$ cat src/mmet_pkg.sv
// Types, codes and lookup functions of the MUS to MIDI event translator.
package mmet_pkg;

    localparam int unsigned CHANNELS = 16;
    localparam int unsigned CH_W     = 4;

    // Input commands
    typedef logic [1:0] t_cmd;
    localparam t_cmd CMD_BYTE      = 2'd0;
    localparam t_cmd CMD_REWIND    = 2'd1;
    localparam t_cmd CMD_VEL_RESET = 2'd2;

    // Parser phases
    typedef logic [2:0] t_phase;
    localparam t_phase PH_EVENT = 3'd0;
    localparam t_phase PH_FIRST = 3'd1;
    localparam t_phase PH_VELO  = 3'd2;
    localparam t_phase PH_PROG  = 3'd3;
    localparam t_phase PH_CVAL  = 3'd4;
    localparam t_phase PH_DELAY = 3'd5;

    // MUS event types (bits 6:4 of the event byte)
    localparam logic [2:0] TY_NOTE_OFF  = 3'd0;
    localparam logic [2:0] TY_NOTE_ON   = 3'd1;
    localparam logic [2:0] TY_BEND      = 3'd2;
    localparam logic [2:0] TY_SYSTEM    = 3'd3;
    localparam logic [2:0] TY_CTRL      = 3'd4;
    localparam logic [2:0] TY_SCORE_END = 3'd6;

    // MIDI status nibbles
    localparam logic [3:0] ST_NOTE_OFF = 4'h8;
    localparam logic [3:0] ST_NOTE_ON  = 4'h9;
    localparam logic [3:0] ST_CTRL     = 4'hB;
    localparam logic [3:0] ST_PROG     = 4'hC;
    localparam logic [3:0] ST_BEND     = 4'hE;

    // Result kinds
    localparam logic KIND_EVENT = 1'b0;
    localparam logic KIND_END   = 1'b1;

    localparam logic [7:0] VEL_DEFAULT  = 8'd100;
    localparam logic [7:0] NOTE_OFF_VEL = 8'd64;
    localparam logic [7:0] SYS_MONO     = 8'd12;
    localparam logic [3:0] MUS_PERC_CH  = 4'd15;
    localparam logic [3:0] MIDI_PERC_CH = 4'd9;
    localparam logic [3:0] CH_SHIFT_LO  = 4'd9;

    typedef struct packed {
        t_cmd       cmd;
        logic [7:0] byte_value;
    } t_item;

    typedef struct packed {
        logic        kind;
        logic [31:0] delta_time;
        logic [7:0]  status_byte;
        logic [7:0]  data1;
        logic [7:0]  data2;
    } t_result;

    // Result request from the parser to the output stage
    typedef struct packed {
        logic    valid;
        t_result data;
    } t_res_req;

    // MUS controller number to MIDI controller number
    function automatic logic [7:0] map_ctl(input logic [7:0] t);
        logic [7:0] r;
        unique case (t)
            8'd2:    r = 8'd1;
            8'd3:    r = 8'd7;
            8'd4:    r = 8'd10;
            8'd5:    r = 8'd11;
            8'd6:    r = 8'd91;
            8'd7:    r = 8'd93;
            8'd8:    r = 8'd64;
            8'd9:    r = 8'd67;
            8'd10:   r = 8'd120;
            8'd11:   r = 8'd123;
            8'd12:   r = 8'd126;
            8'd13:   r = 8'd127;
            8'd14:   r = 8'd121;
            default: r = 8'd0;
        endcase
        return r;
    endfunction

    // MUS channel to MIDI channel: percussion moves to 9, 9..14 shift up
    function automatic logic [CH_W-1:0] map_channel(input logic [CH_W-1:0] c);
        logic [CH_W-1:0] r;
        if (c == MUS_PERC_CH) begin
            r = MIDI_PERC_CH;
        end else if (c >= CH_SHIFT_LO) begin
            r = c + 4'd1;
        end else begin
            r = c;
        end
        return r;
    endfunction

endpackage

$ cat src/mmet_out_skid.sv
// Output register with a skid entry so the parser never waits on a combinational ready.
module mmet_out_skid import mmet_pkg::*; (
    input  logic     i_clk,
    input  logic     i_rst_n,
    input  t_res_req i_res,
    output logic     o_hold,
    output logic     o_valid,
    output t_result  o_data,
    input  logic     i_ready
);

    logic    r_out_valid;
    t_result r_out;
    logic    r_skid_valid;
    t_result r_skid;
    logic    out_free;

    assign out_free = ~r_out_valid | i_ready;
    assign o_hold   = r_skid_valid;
    assign o_valid  = r_out_valid;
    assign o_data   = r_out;

    // Refill the output from the skid entry first, park a result when stalled
    always_ff @(posedge i_clk) begin
        if (!i_rst_n) begin
            r_out_valid  <= 1'b0;
            r_skid_valid <= 1'b0;
        end else if (out_free) begin
            if (r_skid_valid) begin
                r_out_valid  <= 1'b1;
                r_skid_valid <= 1'b0;
            end else begin
                r_out_valid <= i_res.valid;
            end
        end else if (i_res.valid) begin
            r_skid_valid <= 1'b1;
        end
        if (out_free) begin
            r_out <= r_skid_valid ? r_skid : i_res.data;
        end
        if (!out_free && i_res.valid) begin
            r_skid <= i_res.data;
        end
    end

endmodule

$ cat config.mk
export PLATFORM = sky130hd
export DESIGN_NAME = mmet_out_skid
export DESIGN_NICKNAME = d
export VERILOG_FILES = /design/src/mmet_pkg.sv /design/src/mmet_out_skid.sv
export SDC_FILE = /design/constraint.sdc
export NUM_CORES = 1
export LEC_CHECK = 0
export ABC_AREA = 1
export BUFFER_PORTS_ARGS = -buffer_cell sky130_fd_sc_hd__buf_2
export CORE_UTILIZATION = 40
export CTS_CLUSTER_DIAMETER = 60
export DETAILED_ROUTE_END_ITERATION = 10
export PLACE_DENSITY = 0.68
export SLEW_MARGIN = 15
export SYNTH_ARGS = -nofsm -noshare
export SYNTH_HDL_FRONTEND = slang
export SYNTH_SLANG_ARGS = --single-unit
$ cat constraint.sdc
create_clock -name i_clk -period 5.9 [get_ports i_clk]
set_input_delay 0.885 -clock i_clk [delete_from_list [all_inputs] [get_ports i_clk]]
set_output_delay 0.885 -clock i_clk [all_outputs]
set_load 0.02 [all_outputs]
### After elaboration in Yosys (flattened, before gate mapping)

Cells that the tools add are included.

| storage, ports and cells | value |
|---|---|
| input bits | 61 |
| ROM bits | 0 |
| RAM bits | 0 |
| latch bits | 0 |
| bits in registers | 116 |
| logic and storage cells | 20 |
| memories | 0 |

| cells by class | value |
|---|---|
| order comparisons | 0 |
| bitwise gates (word level) | 3 |
| div/mod/pow operators | 0 |
| multiplexer cells | 2 |
| add/sub/neg operators | 0 |
| reduce and logical (&&, ||, !) cells | 3 |
| shift operators | 0 |
| equality and inequality tests | 0 |
| multiply operators | 0 |

Operators with widths:

| cell | count |
|---|---|
| $mux W57 | 1 |
| $not A1 Y1 | 2 |
| $reduce_or A2 Y1 | 1 |
| $logic_and A1 B1 Y1 | 1 |
| $logic_not A1 Y1 | 1 |
| $mux W1 | 1 |
| $or A1 B1 Y1 | 1 |

### Longest topological paths before layout

| depth | value |
|---|---|
| word-level depth | 4 |
| depth in mapped cells | 5 |
| depth with buffers taken out | 3 |

### Worst setup path before layout

No wires, ideal clock.

| path | value |
|---|---|
| path kind | input to register |
| start | input i_ready |
| end | register r_skid[0] in the netlist's numbering (enable) |
| stages | 3 |
| buffers on the path | 0 |
| required time | 5.429 ns |
| path slack | 0.658 ns |
| setup time | 0.471 ns |
| data arrival time | 4.770 ns |
| cell sequence | inv_1 -> nand2_1 -> nor2_1 |

| on the way | value |
|---|---|
| word-level cells in the longest chain between the ends | 3 |

RTL lines:

| element | line | source |
|---|---|---|
| start: declaration | mmet_out_skid.sv:9 | `input logic i_ready` |
| $or A1 B1 Y1 | mmet_out_skid.sv:18 | `assign out_free = ~r_out_valid \| i_ready;` |
| net out_free | mmet_out_skid.sv:16 | `logic out_free;` |
| $logic_not A1 Y1 | mmet_out_skid.sv:41 | `if (!out_free && i_res.valid) begin` |
| $logic_and A1 B1 Y1 | mmet_out_skid.sv:41 |  |
| end signal: assignment | mmet_out_skid.sv:42 | `r_skid <= i_res.data;` |
| end: declaration | mmet_out_skid.sv:15 | `t_result r_skid;` |

The timed path passes the listed nets, and every way through them passes these cells.
A chain may end at the register's enable or synchronous reset.

### Worst setup path after layout

| path | value |
|---|---|
| start | register r_skid_valid (netlist: o_hold) |
| end | output o_hold |

RTL lines:

| element | line | source |
|---|---|---|
| start: declaration | mmet_out_skid.sv:14 | `logic r_skid_valid;` |
| start signal: assignment | mmet_out_skid.sv:27 | `r_skid_valid <= 1'b0;` |
| start signal: assignment | mmet_out_skid.sv:31 | `r_skid_valid <= 1'b0;` |
| start signal: assignment | mmet_out_skid.sv:36 | `r_skid_valid <= 1'b1;` |
| end: declaration | mmet_out_skid.sv:6 | `output logic o_hold,` |

No word-level cell between the ends.

==> impl_metrics.csv <==
group,metric,value,unit
clock_tree,cts-root-buf,"clkbuf_8",
clock_tree,cts_setup_buffers,0,
drt,vias,2554,
placed_design,detailed_place_hpwl,4661,microns
yosys,syn_avg_cell_area,14.02,sq um
pwr,clock_power_share,0.445,
yosys,postSynthCellCount,309,
clock_tree,clock_path_buffers,2,
drt,drt_iter0_markers,112,
sta,tightestPinTransition,0.9969,ns
layout,nets,497,
worst_setup_path,cp_cell_sequence,"buf_2",
clock_tree,cts_sinks,116,
drt,wl,7353,microns
status,status,"finished clean",
worst_setup_path,cp.required,5.02,ns
pwr,p_switching,0.4302,mW
clock_tree,cts_made_buffers,17,
worst_setup_path,arrival,1.81,ns
clock_tree,h-tree-depth,4,
sta,hold_viol,0,
clock_tree,cts_hold_buf,0,
sta,slew_viol_final,0,
layout,fillerInstances,872,
yosys,syn-num-nets,370,
sta,min_period,2.698,ns
floorplanning,io_pins,120,
worst_setup_path,endpoint_kind,"output pin",
floorplanning,rows,37,
drt,dr_wl_met2,3395,microns
yosys,ys_seq_elements,116,
global_routing,grt_usage,0.1414,
yosys,netlist_area,4333,sq um
worst_setup_path,cp_slowest_stage_delay,1.00,ns
global_routing,grt-ovfl-total,0,
clock_tree,clkTransAtPathRegs,0.05,ns
layout,layout_commonest_cell,"buf_2",
drt,routedWlPerCell,12.57,microns
drt,dr.pass1.iters,4,
pwr,p_int,1.583,mW
drt,route.detailed.drc,0,
layout,drive_above_1_share,0.3385,
clock_tree,ctsResizeCount,0,
worst_setup_path,worst-r2r-setup-slack,4.00,ns
drt,dr.max_layer_used,"met4",
floorplanning,design.core.area,10420,sq um
pwr,switching_share,0.2137,
floorplanning,dieArea,11250,sq um
sta,setup_viol_count_final,0,
sta,skew,0.007489,ns
layout,most-common-layout-cells,"buf_2 (119), edfxtp_1 (114), inv_1 (59)",
pwr,p_seq_frac,0.485,
worst_setup_path,cpLargestDelayFamily,"flip-flops",
worst_setup_path,path_max_fanout,117,
drt,met1Wirelength,3385,microns
global_routing,antenna_found_initial,0,
sta,max-slew-margin-rel,0.3354,
clock_tree,cts_tree,"done",
sta,max_freq,0.3707,GHz
global_routing,grt_pass1_vias,2369,
sta,finalSetupTns,0,ns
yosys,ys_warn_count,0,
worst_setup_path,start_kind,"flip-flop",
yosys,synth_cell_types,13,
worst_setup_path,cp.buffers_inverters,1,
floorplanning,die_h,106.1,microns
run,max_cap_violations,0,
pwr,peakVddDrop,165.6,uV
pwr,p_leak,2.309,nW
pwr,comb_power_share,0.070,
placed_design,io_buffers,119,
layout,n_antenna_cell,0,
floorplanning,die_w,106.1,microns
floorplanning,start_util,0.4160,
clock_tree,clock_latency,0.51,ns
sta,rsz0062_at_grt,"no",
worst_setup_path,slowest_stage,"dfxtp_4",
worst_setup_path,critical_path_class,"reg2out",
drt,via_per_inst,4.366,
sta,fin_crit_sh,0.4572,
global_routing,grt_max_degree,118,
worst_hold_path,hold_path.class,"reg2reg",
layout,area.growth.synth_to_final,27.89,%
yosys,yosysSeqAreaShare,0.7993,
global_routing,grt_pass1_wl,11560,microns
pwr,p_per_area,363.2,nW/um^2
placed_design,placed_area,5019,sq um
layout,design_area,5542,sq um
drt,dr_wl_met3,446,microns
placed_design,gp_congestion,0.7316,
drt,antenna_left,0,
==> synth_stat cells, drive strengths merged <==
master  count  share of area
o21ai      58          0.070
dfxtp       2         0.0092
edfxtp    114           0.79
nand3       1         0.0012
buf        13          0.025
nand2      59          0.051
nor2        3         0.0026
inv        59          0.051
==> cells by family after synthesis <==
group,count (synthesis),share of synthesized area
AO/OA/AOI/OAI,58,0.06960
flip-flops,116,0.7993
buffers and inverters,72,0.07623
AND/OR/NAND/NOR,63,0.05486
==> power groups by stage <==
stage / registers, mW / logic (mW) / clock network (mW)
2_1_floorplan: 1.03 / 0.0348 / 0
3_3_place_gp: 0.991 / 0.139 / 0
3_5_place_dp: 0.992 / 0.143 / 0
4_1_cts: 0.976 / 0.143 / 0.916
5_1_grt: 0.980 / 0.153 / 0.957
6_report: 0.976 / 0.141 / 0.896
==> stage by stage <==
stage	cells	setup slack, ns	hold WS [ns]	utilization	total power, mW
floorplan	309	0.6581	0.5000	-	1.070
global placement	553	3.292	0.4849	0.4818	1.131
detailed placement	553	3.229	0.5093	0.4818	1.135
CTS	585	3.148	0.5190	0.5320	2.035
global route	585	3.023	0.5323	0.5320	2.091
finish	585	3.202	0.5194	0.5320	2.013
==> area by class of cell <==
type	instances	area, sq um	share of cell area
Clock buffer	26	467.9	0.08444
Inverter	59	221.5	0.03996
Sequential cell	116	3467	0.6257
Timing Repair Buffer	121	610.6	0.1102
Tap cell	136	170.2	0.03071
Clock inverter	6	55.05	0.009935
Multi-Input combinational cell	121	549.3	0.09912
==> final timing paths <==
| kind | from | end | cells past startpoint |
|---|---|---|---|
| setup / recovery | o_hold | o_hold | 1 |
| hold / removal | o_valid | o_hold | 2 |
| setup reg to reg | o_valid | r_skid[5] | 4 |
| hold reg to reg | o_valid | o_hold | 2 |
==> worst min-delay path, stage by stage, from the launching register on <==
cell	delay [ns]
dfxtp_1	0.32
nand3_1	0.11
nor2_1	0.04
==> state kept, by name (all words and copies together) (netlist names) <==
name     flops
o_hold       1
o_data      57
o_valid      1
r_skid      57
==> layer usage <==
metal	track usage	vias up
li1	-	1301
met1	0.1776	1148
met2	0.2124	94
met3	0.05763	11
met4	0.06845	0
met5	0	-
Power figures use the tool's default switching activity.
