$ cat config.mk
export PLATFORM = sky130hd
export DESIGN_NAME = mmet_parser
export DESIGN_NICKNAME = d
export VERILOG_FILES = /design/src/mmet_pkg.sv /design/src/mmet_parser.sv
export SDC_FILE = /design/constraint.sdc
export NUM_CORES = 1
export LEC_CHECK = 0
export BUFFER_PORTS_ARGS = -buffer_cell sky130_fd_sc_hd__buf_2
export CAP_MARGIN = 10
export CORE_MARGIN = 2
export CORE_UTILIZATION = 49
export DETAILED_ROUTE_END_ITERATION = 10
export GPL_TIMING_DRIVEN = 0
export PLACE_DENSITY = 0.67
export SYNTH_ARGS = -nofsm -noshare
export SYNTH_HDL_FRONTEND = slang
export SYNTH_SLANG_ARGS = --single-unit
$ cat constraint.sdc
create_clock -name i_clk -period 3.96 [get_ports i_clk]
set_input_delay 0.396 -clock i_clk [delete_from_list [all_inputs] [get_ports i_clk]]
set_output_delay 0.396 -clock i_clk [all_outputs]
set_load 0.01 [all_outputs]
$ cat src/mmet_pkg.sv
// Types, codes and lookup functions of the MUS to MIDI event translator.
package mmet_pkg;

    localparam int unsigned CHANNELS = 16;
    localparam int unsigned CH_W     = 4;

    // Input commands
    typedef logic [1:0] t_cmd;
    localparam t_cmd CMD_BYTE      = 2'd0;
    localparam t_cmd CMD_REWIND    = 2'd1;
    localparam t_cmd CMD_VEL_RESET = 2'd2;

    // Parser phases
    typedef logic [2:0] t_phase;
    localparam t_phase PH_EVENT = 3'd0;
    localparam t_phase PH_FIRST = 3'd1;
    localparam t_phase PH_VELO  = 3'd2;
    localparam t_phase PH_PROG  = 3'd3;
    localparam t_phase PH_CVAL  = 3'd4;
    localparam t_phase PH_DELAY = 3'd5;

    // MUS event types (bits 6:4 of the event byte)
    localparam logic [2:0] TY_NOTE_OFF  = 3'd0;
    localparam logic [2:0] TY_NOTE_ON   = 3'd1;
    localparam logic [2:0] TY_BEND      = 3'd2;
    localparam logic [2:0] TY_SYSTEM    = 3'd3;
    localparam logic [2:0] TY_CTRL      = 3'd4;
    localparam logic [2:0] TY_SCORE_END = 3'd6;

    // MIDI status nibbles
    localparam logic [3:0] ST_NOTE_OFF = 4'h8;
    localparam logic [3:0] ST_NOTE_ON  = 4'h9;
    localparam logic [3:0] ST_CTRL     = 4'hB;
    localparam logic [3:0] ST_PROG     = 4'hC;
    localparam logic [3:0] ST_BEND     = 4'hE;

    // Result kinds
    localparam logic KIND_EVENT = 1'b0;
    localparam logic KIND_END   = 1'b1;

    localparam logic [7:0] VEL_DEFAULT  = 8'd100;
    localparam logic [7:0] NOTE_OFF_VEL = 8'd64;
    localparam logic [7:0] SYS_MONO     = 8'd12;
    localparam logic [3:0] MUS_PERC_CH  = 4'd15;
    localparam logic [3:0] MIDI_PERC_CH = 4'd9;
    localparam logic [3:0] CH_SHIFT_LO  = 4'd9;

    typedef struct packed {
        t_cmd       cmd;
        logic [7:0] byte_value;
    } t_item;

    typedef struct packed {
        logic        kind;
        logic [31:0] delta_time;
        logic [7:0]  status_byte;
        logic [7:0]  data1;
        logic [7:0]  data2;
    } t_result;

    // Result request from the parser to the output stage
    typedef struct packed {
        logic    valid;
        t_result data;
    } t_res_req;

    // MUS controller number to MIDI controller number
    function automatic logic [7:0] map_ctl(input logic [7:0] t);
        logic [7:0] r;
        unique case (t)
            8'd2:    r = 8'd1;
            8'd3:    r = 8'd7;
            8'd4:    r = 8'd10;
            8'd5:    r = 8'd11;
            8'd6:    r = 8'd91;
            8'd7:    r = 8'd93;
            8'd8:    r = 8'd64;
            8'd9:    r = 8'd67;
            8'd10:   r = 8'd120;
            8'd11:   r = 8'd123;
            8'd12:   r = 8'd126;
            8'd13:   r = 8'd127;
            8'd14:   r = 8'd121;
            default: r = 8'd0;
        endcase
        return r;
    endfunction

    // MUS channel to MIDI channel: percussion moves to 9, 9..14 shift up
    function automatic logic [CH_W-1:0] map_channel(input logic [CH_W-1:0] c);
        logic [CH_W-1:0] r;
        if (c == MUS_PERC_CH) begin
            r = MIDI_PERC_CH;
        end else if (c >= CH_SHIFT_LO) begin
            r = c + 4'd1;
        end else begin
            r = c;
        end
        return r;
    endfunction

endpackage

$ cat src/mmet_parser.sv
// Input register and single-pass MUS parser with per-channel velocity store.
module mmet_parser import mmet_pkg::*; (
    input  logic       i_clk,
    input  logic       i_rst_n,
    input  logic       i_in_valid,
    input  t_item      i_in_item,
    output logic       o_in_ready,
    input  logic [3:0] i_mono_cnt,
    input  logic       i_hold,
    output t_res_req   o_res
);

    logic            r_in_valid;
    t_item           r_in_item;
    t_phase          r_phase, n_phase;
    logic [7:0]      r_event, n_event;
    logic [7:0]      r_first, n_first;
    logic [31:0]     r_delay, n_delay;
    logic            r_done, n_done;
    logic [7:0]      r_vel [CHANNELS];
    logic [7:0]      n_vel [CHANNELS];

    logic            advance;
    logic [CH_W-1:0] ch;
    logic [2:0]      ty;
    logic [7:0]      b;
    logic            do_emit, do_end;
    logic [3:0]      st_nib;
    logic [7:0]      d1, d2;

    assign advance    = r_in_valid & ~i_hold;
    assign o_in_ready = ~r_in_valid | ~i_hold;

    // Capture the next request whenever the stage frees up
    always_ff @(posedge i_clk) begin
        if (!i_rst_n) begin
            r_in_valid <= 1'b0;
        end else if (o_in_ready) begin
            r_in_valid <= i_in_valid;
        end
        if (o_in_ready && i_in_valid) begin
            r_in_item <= i_in_item;
        end
    end

    assign ch = map_channel(r_event[3:0]);
    assign ty = r_event[6:4];
    assign b  = r_in_item.byte_value;

    // Decode one request against the parser state
    always_comb begin
        n_phase = r_phase;
        n_event = r_event;
        n_first = r_first;
        n_delay = r_delay;
        n_done  = r_done;
        n_vel   = r_vel;
        do_emit = 1'b0;
        do_end  = 1'b0;
        st_nib  = ST_NOTE_OFF;
        d1      = 8'd0;
        d2      = 8'd0;
        o_res.valid            = 1'b0;
        o_res.data.kind        = KIND_EVENT;
        o_res.data.delta_time  = r_delay;
        o_res.data.status_byte = 8'd0;
        o_res.data.data1       = 8'd0;
        o_res.data.data2       = 8'd0;

        unique case (r_in_item.cmd)
            CMD_REWIND: begin
                n_phase = PH_EVENT;
                n_event = 8'd0;
                n_first = 8'd0;
                n_delay = 32'd0;
                n_done  = 1'b0;
            end
            CMD_VEL_RESET: begin
                for (int i = 0; i < CHANNELS; i++) begin
                    n_vel[i] = VEL_DEFAULT;
                end
            end
            CMD_BYTE: begin
                if (!r_done) begin
                    unique case (r_phase)
                        PH_FIRST: begin
                            n_first = b;
                            unique case (ty)
                                TY_NOTE_OFF: begin
                                    do_emit = 1'b1;
                                    st_nib  = ST_NOTE_OFF;
                                    d1      = b;
                                    d2      = NOTE_OFF_VEL;
                                end
                                TY_NOTE_ON: begin
                                    if (b[7]) begin
                                        n_phase = PH_VELO;
                                    end else begin
                                        do_emit = 1'b1;
                                        st_nib  = ST_NOTE_ON;
                                        d1      = {1'b0, b[6:0]};
                                        d2      = r_vel[ch];
                                    end
                                end
                                TY_BEND: begin
                                    do_emit = 1'b1;
                                    st_nib  = ST_BEND;
                                    d1      = {1'b0, b[0], 6'd0};
                                    d2      = {1'b0, b[7:1]};
                                end
                                TY_SYSTEM: begin
                                    do_emit = 1'b1;
                                    st_nib  = ST_CTRL;
                                    d1      = map_ctl(b);
                                    d2      = (b == SYS_MONO) ? {4'd0, i_mono_cnt} : 8'd0;
                                end
                                TY_CTRL: begin
                                    n_phase = (b == 8'd0) ? PH_PROG : PH_CVAL;
                                end
                                default: begin
                                    do_end = 1'b1;
                                end
                            endcase
                        end
                        PH_VELO: begin
                            n_vel[ch] = b;
                            do_emit   = 1'b1;
                            st_nib    = ST_NOTE_ON;
                            d1        = {1'b0, r_first[6:0]};
                            d2        = b;
                        end
                        PH_PROG: begin
                            do_emit = 1'b1;
                            st_nib  = ST_PROG;
                            d1      = b;
                        end
                        PH_CVAL: begin
                            do_emit = 1'b1;
                            st_nib  = ST_CTRL;
                            d1      = map_ctl(r_first);
                            d2      = b;
                        end
                        PH_DELAY: begin
                            n_delay = {r_delay[24:0], b[6:0]};
                            if (!b[7]) begin
                                n_phase = PH_EVENT;
                            end
                        end
                        default: begin
                            n_event = b;
                            if (b[6:4] == TY_SCORE_END) begin
                                do_end = 1'b1;
                            end else begin
                                n_phase = PH_FIRST;
                            end
                        end
                    endcase
                end
            end
            default: begin
            end
        endcase

        // Emit a channel event, then read a delay or wait for the next event
        if (do_emit) begin
            o_res.valid            = advance;
            o_res.data.status_byte = {st_nib, ch};
            o_res.data.data1       = d1;
            o_res.data.data2       = d2;
            n_delay                = 32'd0;
            n_phase                = r_event[7] ? PH_DELAY : PH_EVENT;
        end

        // Close the score; report only a pending delay
        if (do_end) begin
            o_res.valid     = advance & (r_delay != 32'd0);
            o_res.data.kind = KIND_END;
            n_delay         = 32'd0;
            n_done          = 1'b1;
            n_phase         = PH_EVENT;
        end
    end

    // Advance the parser state
    always_ff @(posedge i_clk) begin
        if (!i_rst_n) begin
            r_phase <= PH_EVENT;
            r_event <= 8'd0;
            r_first <= 8'd0;
            r_delay <= 32'd0;
            r_done  <= 1'b0;
            for (int i = 0; i < CHANNELS; i++) begin
                r_vel[i] <= VEL_DEFAULT;
            end
        end else if (advance) begin
            r_phase <= n_phase;
            r_event <= n_event;
            r_first <= n_first;
            r_delay <= n_delay;
            r_done  <= n_done;
            r_vel   <= n_vel;
        end
    end

endmodule

### Yosys cells after proc, flatten, opt, wreduce, memory -nomap -nowiden

Memories as Yosys holds them, arrays and structs flattened. A register that Yosys moved wholly into a read port is not among the register bits.
Index checks and enable logic that the tools add are counted.
Widths: inputs -> output; s select.

* flip-flop bits (word level): 191
* memory bits (read-only): 224
* input bits: 18
* word-level logic and storage cells: 154
* memories: 2

Memory list
* (no name shown): depth 16, bits a word 7, read ports 1, clocked after memory_dff 1, wr ports 0, RTL line mmet_pkg.sv:70 `unique case (t)`
* (no name shown): depth 16, bits a word 7, read ports 1, clocked after memory_dff 1, wr ports 0, RTL line mmet_pkg.sv:70

* add/sub/neg operators: 1
* $lt $le $gt $ge: 3
* eq/ne operators: 25
* muxes and demuxes: 69
* bitwise logic cells: 6
* reductions and logical operators: 24

Operators with widths (count)
* $mux 128: 2
* $pmux 128 s2: 1
* $bwmux 128: 1
* $mux 32: 4
* $mux 8: 14
* $pmux 8 s4: 3
* $pmux 32 s2: 1
* $pmux 8 s2: 3
* $bmux 8 s4: 1
* $demux 8 s4: 1
* $reduce_bool 32->1: 1
* $mux 3: 10
* $mux 24: 1
* $mux 4: 6
* $pmux 3 s3: 2
* $reduce_and 4->1: 4
* $eq 3x2->1 const B: 4
* $eq 3x3->1 const B: 4
* $ne 4x4->1 const B: 3
* $ne 6x6->1 const B: 2
* $pmux 3 s2: 2
* $pmux 3 s4: 1
* $mux 1: 11
* $reduce_or 5->1: 2
* 31 further kinds: 44

### Longest topological paths before layout

Gate-level depths: netlist of the first run.

* depth in word-level cells: 13
* gate-level depth with buffers: 13
* mapped depth without buffers: 10

### Worst setup path after synthesis of the first run

No wires, ideal clock.

* path type: register -> output
* from: register r_event[1]
* to: output port o_res[0] (netlist name)
* arrival time: 2.583 ns
* setup slack: 0.981 ns
* stages on the path, launching flop included: 14
* buffers on the path: 4
* path through: dfxtp_1 > buf_2 > inv_1 > ha_1 > or3b_1 > nand3_2 > and2_1 > buf_6 > buf_6 > buf_4 > nand2_1 > a32oi_1 > nand4_1 > a211oi_1

RTL lines
* start, declared: RTL line mmet_parser.sv:16 `logic [7:0] r_event, n_event;`
* start signal, assigned: RTL line mmet_parser.sv:197 `r_event <= n_event;`
* end, declared: RTL line mmet_parser.sv:10 `output t_res_req o_res`

==> reports/metrics.csv, run 1 <==
stage;metric;value;unit
timing;fmax;258;MHz
min_path;hold crit path type;in -> reg;
status;outcome;finished, final reports clean;
synth;most common library cells after synthesis;nand2_1, dfxtp_1, nand3_1;
worst_setup_path;Critical Path AT;3470;ps
synth;post-synth top area cell;dfxtp_1;
synth;Synth async-reset ratio;0;%
route;post-route ant nets;0;
die;Die Y;151;um
synth;Ys Warns;0;
worst_setup_path;worst r2r src;r_in_item[9]$_DFFE_PP_;
worst_setup_path;Critical-path top delay cell;dfxtp_2;
pwr;pwr dens;374;nW/um2
synth;ys flop type;dfxtp_1;
worst_setup_path;CP Launch Type;flop;
finish;layout cells sized above 1;14.8;%
worst_setup_path;crit-path max cell delay;380;ps
route;Vias;10400;
global_route;largest net degree at the start of global routing;15;
min_path;hold endpoint;r_in_item[9]$_DFFE_PP_;
worst_setup_path;worst r2r path cells;11;
timing;Finish-stage setup viols;0;
global_route;first-pass GRT wire length;53.7;mm
worst_setup_path;Worst Path Required;3560;ps
timing;RSZ-0062 raised after global routing;false;
run;Max-Cap Viols;0;
min_path;Hold Startpoint;i_in_item[9];
global_route;GRT overflow;0;
finish;final instance area;12300;um2
finish;fillers;2000;
cts;CTS tree;built;
synth;syn_nets;1355;
worst_setup_path;CP Capture Type;output port;
finish;n_diodes;0;
worst_setup_path;crit-path cells;inv_1 > ha_1 > nor3b_4 > o21ai_2 > nand2_2 > buf_6 > clkbuf_2 > nand2_1 > a32oi_2 > nand3_1 > a211oi_2 > buf_2;
synth;Synth area leaders;dfxtp_1, nand2_1, mux2i_1, nand3_1, o21ai_1;
timing;Layout Skew;15.8;ps
cts;CTS buffer count;23;
synth;mean post-synth cell area;8.01;um2
place;Placed Instances;1678;
global_route;Global Route Usage Sum;30.3;%
die;DIE WIDTH;151;um
timing;Max Slew Vio Count;0;
cts;Max Root-Sink Buffers;3;
global_route;number of global-route vias before repair;9393;
place;RD Place Congestion;0.978;
synth;register area share after synthesis;39.5;%
cts;clk slew on worst S/H paths;60;ps
cts;root buffer cell;clkbuf_16;
die;Initial Util;50.3;%
finish;fin cells;1719;
route;router iterations before antenna repair;5;
route;DRC viols;0;
pwr;worst vdd ir;0.000359;V
synth;EDFF count, synth;10;
cts;cts hold-fix bufs;0;
route;DR iter-0 viols;915;
place;DP HPWL;24.7;mm
die;row count;53;
synth;Seq cells post-synth;205;
timing;slew margin rel.;19.7;%
synth;Syn Std Cell Area;10600;um2
timing;fin crit period;3870;ps
route;Via density;6.07;
pwr;LEAKAGE;4.58;nW
worst_setup_path;Crit path buffers/inverters;4;
worst_setup_path;crit path max fanout;10;
worst_setup_path;cell count along the critical path;12;
synth;synth unique cells;76;
cts;worst-skew pair later-pin latency;510;ps
finish;# nets final;1457;
timing;final hold violations;0;
route;Routed WL;34.8;mm
global_route;initial antenna violation count;0;
worst_setup_path;Crit path max-delay family;buffers and inverters;
worst_setup_path;Setup Crit Path Kind;reg -> out;
finish;P&R area growth vs syn;15.5;%
synth;Synth top area share;36.7;%
route;routed len/inst;20.3;um
synth;Gate Count Post-Synth;1328;
die;# IOs;77;
timing;Worst-Margin Slew;1190;ps
die;die area;22900;um2
timing;Fin Setup TNS;0;ps
place;post-place instance area;11400;um2
cts;Sink Count;205;
worst_setup_path;Reg2Reg Setup Slack;920;ps
worst_setup_path;Crit. Startpoint;r_event[0]$_SDFFE_PN0P_;
timing;Tcrit/Tclk final;97.8;%
place;I/O Buffers;75;
min_path;hold path depth;1;
die;core area;21200;um2
pwr;Final Total Pwr;4.60;mW
cts;H-tree levels;1;
synth;count leader, synth;nand2_1;
==> cell families (layout without fill, tap and decap cells) <==
kind of cell / Yosys count / count (layout) / synth area share (%)
AO/OA/AOI/OAI: 278 / 278 / 16.3
XOR/XNOR: 2 / 2 / 0.165
adder cells (fa/ha/maj): 9 / 9 / 1.06
buffers and inverters: 141 / 257 / 6.34
flip-flops: 205 / 205 / 39.5
multiplexers: 66 / 66 / 6.57
AND/OR/NAND/NOR: 627 / 627 / 30.1
==> flip-flops by register name, indices dropped and copies added, names as in the netlist, named ones only <==
signal and count:
b 8, r_delay 32, r_done 1, r_event 8
r_first 8, r_in_item 2, r_in_valid 1, r_phase 3
r_vel 128
==> through the flow <==
| stage | setup WS (ps) | hold WS (ps) | util, % |
|---|---|---|---|
| final | 89.0 | 60.4 | 58.1 |
| after global routing | 0.322 | 50.7 | 58.1 |
| after CTS | 4.17 | 50.5 | 57.7 |
| after detailed placement | 111 | 451 | 53.7 |
| after floorplan | 981 | 438 | - |
| after global placement | 102 | 450 | 53.7 |
==> worst reg2reg max path, stage by stage, from the launching register on <==
cell	delay, ps
edfxtp_1	430
clkbuf_1	220
nor2_1	210
and2_1	150
clkbuf_1	550
mux2i_1	130
nand2b_1	170
buf_2	190
inv_2	110
ha_1	250
inv_1	50
mux4_2	440
==> how the worst max path moves through the flow <==
stage                     to
floorplan           o_res[0]
global placement    o_res[3]
finish              o_res[3]
detailed placement  o_res[3]
CTS                 o_res[1]
global route        o_res[7]
==> area by class of cell <==
class                      instances  area, um2  area share [%]
sequential                       205       4210            34.2
multi-input combinational        982       5840            47.5
clock buffer                      35        711            5.78
tap                              275        344            2.80
inverter                          13       48.8           0.397
buffer                           128        681            5.54
timing repair buffer              77        390            3.18
clock inverter                     4       70.1           0.570
==> cells in the final DEF (no fill, tap or decap), types with 4 or more instances in the layout <==
master     instances
nor4b_1            4
ha_1               8
buf_4             11
and2_1            72
dfxtp_1          194
and3_1             4
or3_1              7
a21oi_1           26
mux2i_1           61
nor2_2             4
a21boi_1          34
a311oi_1           4
a211oi_2           4
buf_2            105
a221oi_1          11
nand2_1          201
a32oi_1           15
inv_1             11
o21ai_0           27
nand3_1          111
o21ai_1          108
clkbuf_16         23
nor3_1            29
nor4_1            14
nand2b_1          16
nand4_1           26
a31oi_1           12
clkbuf_1          64
nor2_1            84
clkbuf_8           9
nor4_4             6
edfxtp_1          10
buf_6             10
buf_1             11
nor2b_1           17
or4_1              9
==> report_power, final <==
group,total (mW),internal (mW),switching (mW)
clock network,2.22,1.35,0.861
logic,0.266,0.0791,0.187
registers,2.11,2.10,0.0117
total,4.60,3.54,1.06
==> routing by layer <==
metal / share of wire [%] / global-route usage (%) / wire length (um) / up-vias
li1: - / - / - / 4876
met1: 42 / 41.1 / 14700 / 4939
met2: 45 / 48.3 / 15600 / 519
met3: 9.2 / 5.84 / 3210 / 103
met4: 3.9 / 10.6 / 1370 / 0
met5: 0 / 0 / 0 / -
==> repair_timing <==
item | 4_1_cts | 5_1_grt
endpoints found under the hold margin | 0 | 0
cloned | 0 | 0
gates resized for setup | 22 | 20
setup endpoints to repair | 8 | 8
setup buffers | 0 | 2
pin swaps | 1 | 5
Power figures use the tool's default switching activity.
==> run 2: changes to the inputs <==
--- a/config.mk
+++ b/config.mk
@@ -6,12 +6,13 @@
 export NUM_CORES = 1
 export LEC_CHECK = 0
 export BUFFER_PORTS_ARGS = -buffer_cell sky130_fd_sc_hd__buf_2
-export CAP_MARGIN = 10
+export CAP_MARGIN = 20
 export CORE_MARGIN = 2
 export CORE_UTILIZATION = 49
 export DETAILED_ROUTE_END_ITERATION = 10
 export GPL_TIMING_DRIVEN = 0
 export PLACE_DENSITY = 0.67
+export RECOVER_POWER = 50
 export SYNTH_ARGS = -nofsm -noshare
 export SYNTH_HDL_FRONTEND = slang
 export SYNTH_SLANG_ARGS = --single-unit
==> run 2 against run 1 <==
Against the previous run:
- power decreased by 2.0%
- worst hold slack got worse by 1.4 ps
- sequential power barely moved
- core utilization is 0.33 points lower
- non-clock buffer count increased by 3
- clock skew barely moved
- critical endpoint is now o_res[1]
==> reports/metrics.csv, run 2 (synthesis results as in run 1) <==
stage;metric;value;unit
status;outcome;finished, final reports clean;
worst_setup_path;CP Launch Type;flop;
worst_setup_path;Worst Path Required;3560;ps
cts;worst-skew pair later-pin latency;520;ps
pwr;Flop pwr share;46.9;%
timing;Max Slew Vio Count;0;
route;Via density;6.06;
route;Routed WL;34.9;mm
pwr;worst vdd ir;0.000347;V
pwr;P_int;3.44;mW
finish;layout cells sized above 1;11.5;%
cts;cts hold-fix bufs;0;
min_path;hold crit path type;in -> reg;
cts;Max Root-Sink Buffers;3;
worst_setup_path;worst r2r src;r_phase[0]$_SDFFE_PN0P_;
die;Die Y;151;um
finish;# nets final;1461;
pwr;Gate power share;5.9;%
place;I/O Buffers;75;
timing;slew margin rel.;25.9;%
timing;final hold violations;0;
cts;Sink Count;205;
route;routed len/inst;20.3;um
run;Max-Cap Viols;0;
cts;root buffer cell;clkbuf_16;
route;DRC viols;0;
global_route;initial antenna violation count;0;
cts;clk slew on worst S/H paths;60;ps
die;DIE WIDTH;151;um
route;Vias;10500;
worst_setup_path;r2r endpoint;r_vel[101]$_SDFFE_PN1P_;
place;RD Place Congestion;0.978;
finish;n_diodes;0;
pwr;Clock Power Share;47.2;%
worst_setup_path;Critical Path AT;3540;ps
cts;CTS buffer count;23;
timing;fin crit period;3940;ps
pwr;Switch Pwr;1.07;mW
timing;Layout Skew;15.3;ps
global_route;GRT overflow;0;
finish;Most flops, register;r_vel;
finish;final instance area;12200;um2
route;router iterations before antenna repair;5;
place;post-place instance area;11400;um2
die;# IOs;77;
timing;Hold WS;59.0;ps
place;DP HPWL;24.7;mm
finish;most frequent cells in the layout;nand2_1, dfxtp_1, clkbuf_1, nand3_1, o21ai_1;
global_route;Global Route Usage Sum;30.4;%
worst_setup_path;worst r2r path cells;9;
pwr;Switching Fraction;23.7;%
die;core area;21200;um2
worst_setup_path;crit path max fanout;11;
timing;Tcrit/Tclk final;99.5;%
timing;fmax;254;MHz
min_path;Hold Startpoint;i_in_item[5];
route;post-route ant nets;0;
finish;Largest register FFs;128;
die;Initial Util;50.3;%
finish;largest registers;r_vel x128, r_delay x32;
finish;most common cell after layout, fill and taps aside;nand2_1;
route;DR iter-0 viols;921;
global_route;first-pass GRT wire length;53.6;mm
cts;CTS tree;built;
worst_setup_path;CP Capture Type;output port;
die;die area;22900;um2
finish;P&R area growth vs syn;14.9;%
global_route;number of global-route vias before repair;9312;
pwr;LEAKAGE;4.38;nW
timing;Finish-stage setup viols;0;
global_route;largest net degree at the start of global routing;15;
timing;Worst-Margin Slew;1100;ps
min_path;hold endpoint;b[5]$_DFFE_PP_;
worst_setup_path;Setup Crit Path Kind;reg -> out;
die;row count;53;
pwr;pwr dens;368;nW/um2
worst_setup_path;Reg2Reg Setup Slack;360;ps
min_path;hold path depth;1;
cts;H-tree levels;1;
run 2: cell count changes in the layout (fill, tap and decap cells not counted), moves of 9 or more:
cell,delta
a21boi_0,+9
a21boi_1,-9
and2_0,+9
and2_1,-9
buf_2,-44
clkbuf_1,+50
o21ai_0,+22
o21ai_1,-22
run 2: area by class of cell:
cell class                      count  area [um2]
Timing Repair Buffer               80         365
Buffer                            128         677
Tap cell                          275         344
Fill cell                        2017        8930
Multi-Input combinational cell    983        5840
Sequential cell                   205        4210
Inverter                           13        48.8
Clock inverter                      5        50.0
Clock buffer                       35         691
run 2: what timing repair did:
item,4_1_cts,5_1_grt
cloned,0,1
gates resized for setup,22,25
endpoints found under the setup margin,8,8
setup buffers,0,4
pin swaps,1,8
run 2: stage by stage:
stage / setup slack [ps] / util (%) / TNS (ps) / power, mW / cells
6_report: 19.9 / 57.8 / 0 / 4.50 / 1724
2_1_floorplan: 981 / - / 0 / 2.33 / 1328
3_5_place_dp: 102 / 53.7 / 0 / 2.42 / 1679
4_1_cts: 0.103 / 57.5 / 0 / 4.52 / 1719
3_3_place_gp: 102 / 53.7 / 0 / 2.41 / 1678
5_1_grt: -20.4 / 57.8 / -37.8 / 4.63 / 1724
run 2: worst max-delay path by stage:
stage	start	to	slack, ps	cells after the start
after CTS	r_event[1]$_SDFFE_PN0P_	o_res[1]	0.1	14
after global placement	r_event[1]$_SDFFE_PN0P_	o_res[3]	100	13
final	r_event[1]$_SDFFE_PN0P_	o_res[1]	20	14
after floorplan	r_event[1]$_SDFFE_PN0P_	o_res[0]	980	13
after detailed placement	r_event[1]$_SDFFE_PN0P_	o_res[3]	100	13
after global routing	r_event[1]$_SDFFE_PN0P_	o_res[1]	-20	14
run 2: per-layer routing:
layer	up-vias	track usage, %	wire length [um]	part of all wire [%]
met1	4953	41.8	14700	42
met2	501	48.3	15400	44
met3	98	5.03	3180	9.1
met4	0	11.1	1620	4.6
met5	-	0	0	0
li1	4900	-	-	-
run 2: worst max-delay path, cell delays in order (launching register included):
cell,delay (ps)
dfxtp_1,350
buf_6,160
inv_1,100
ha_2,210
or3b_1,400
nand3_2,110
and2_1,130
buf_6,160
buf_12,170
buf_12,160
nand2_1,60
a32oi_1,240
nand4_1,210
a211oi_2,360
buf_2,190
run 2: power groups by stage:
stage          sequential (mW)  combinational, mW  clock, mW
3_5_place_dp              2.16              0.256          0
2_1_floorplan             2.16              0.170          0
5_1_grt                   2.11              0.284       2.23
4_1_cts                   2.11              0.259       2.14
6_report                  2.11              0.265       2.12
3_3_place_gp              2.16              0.254          0
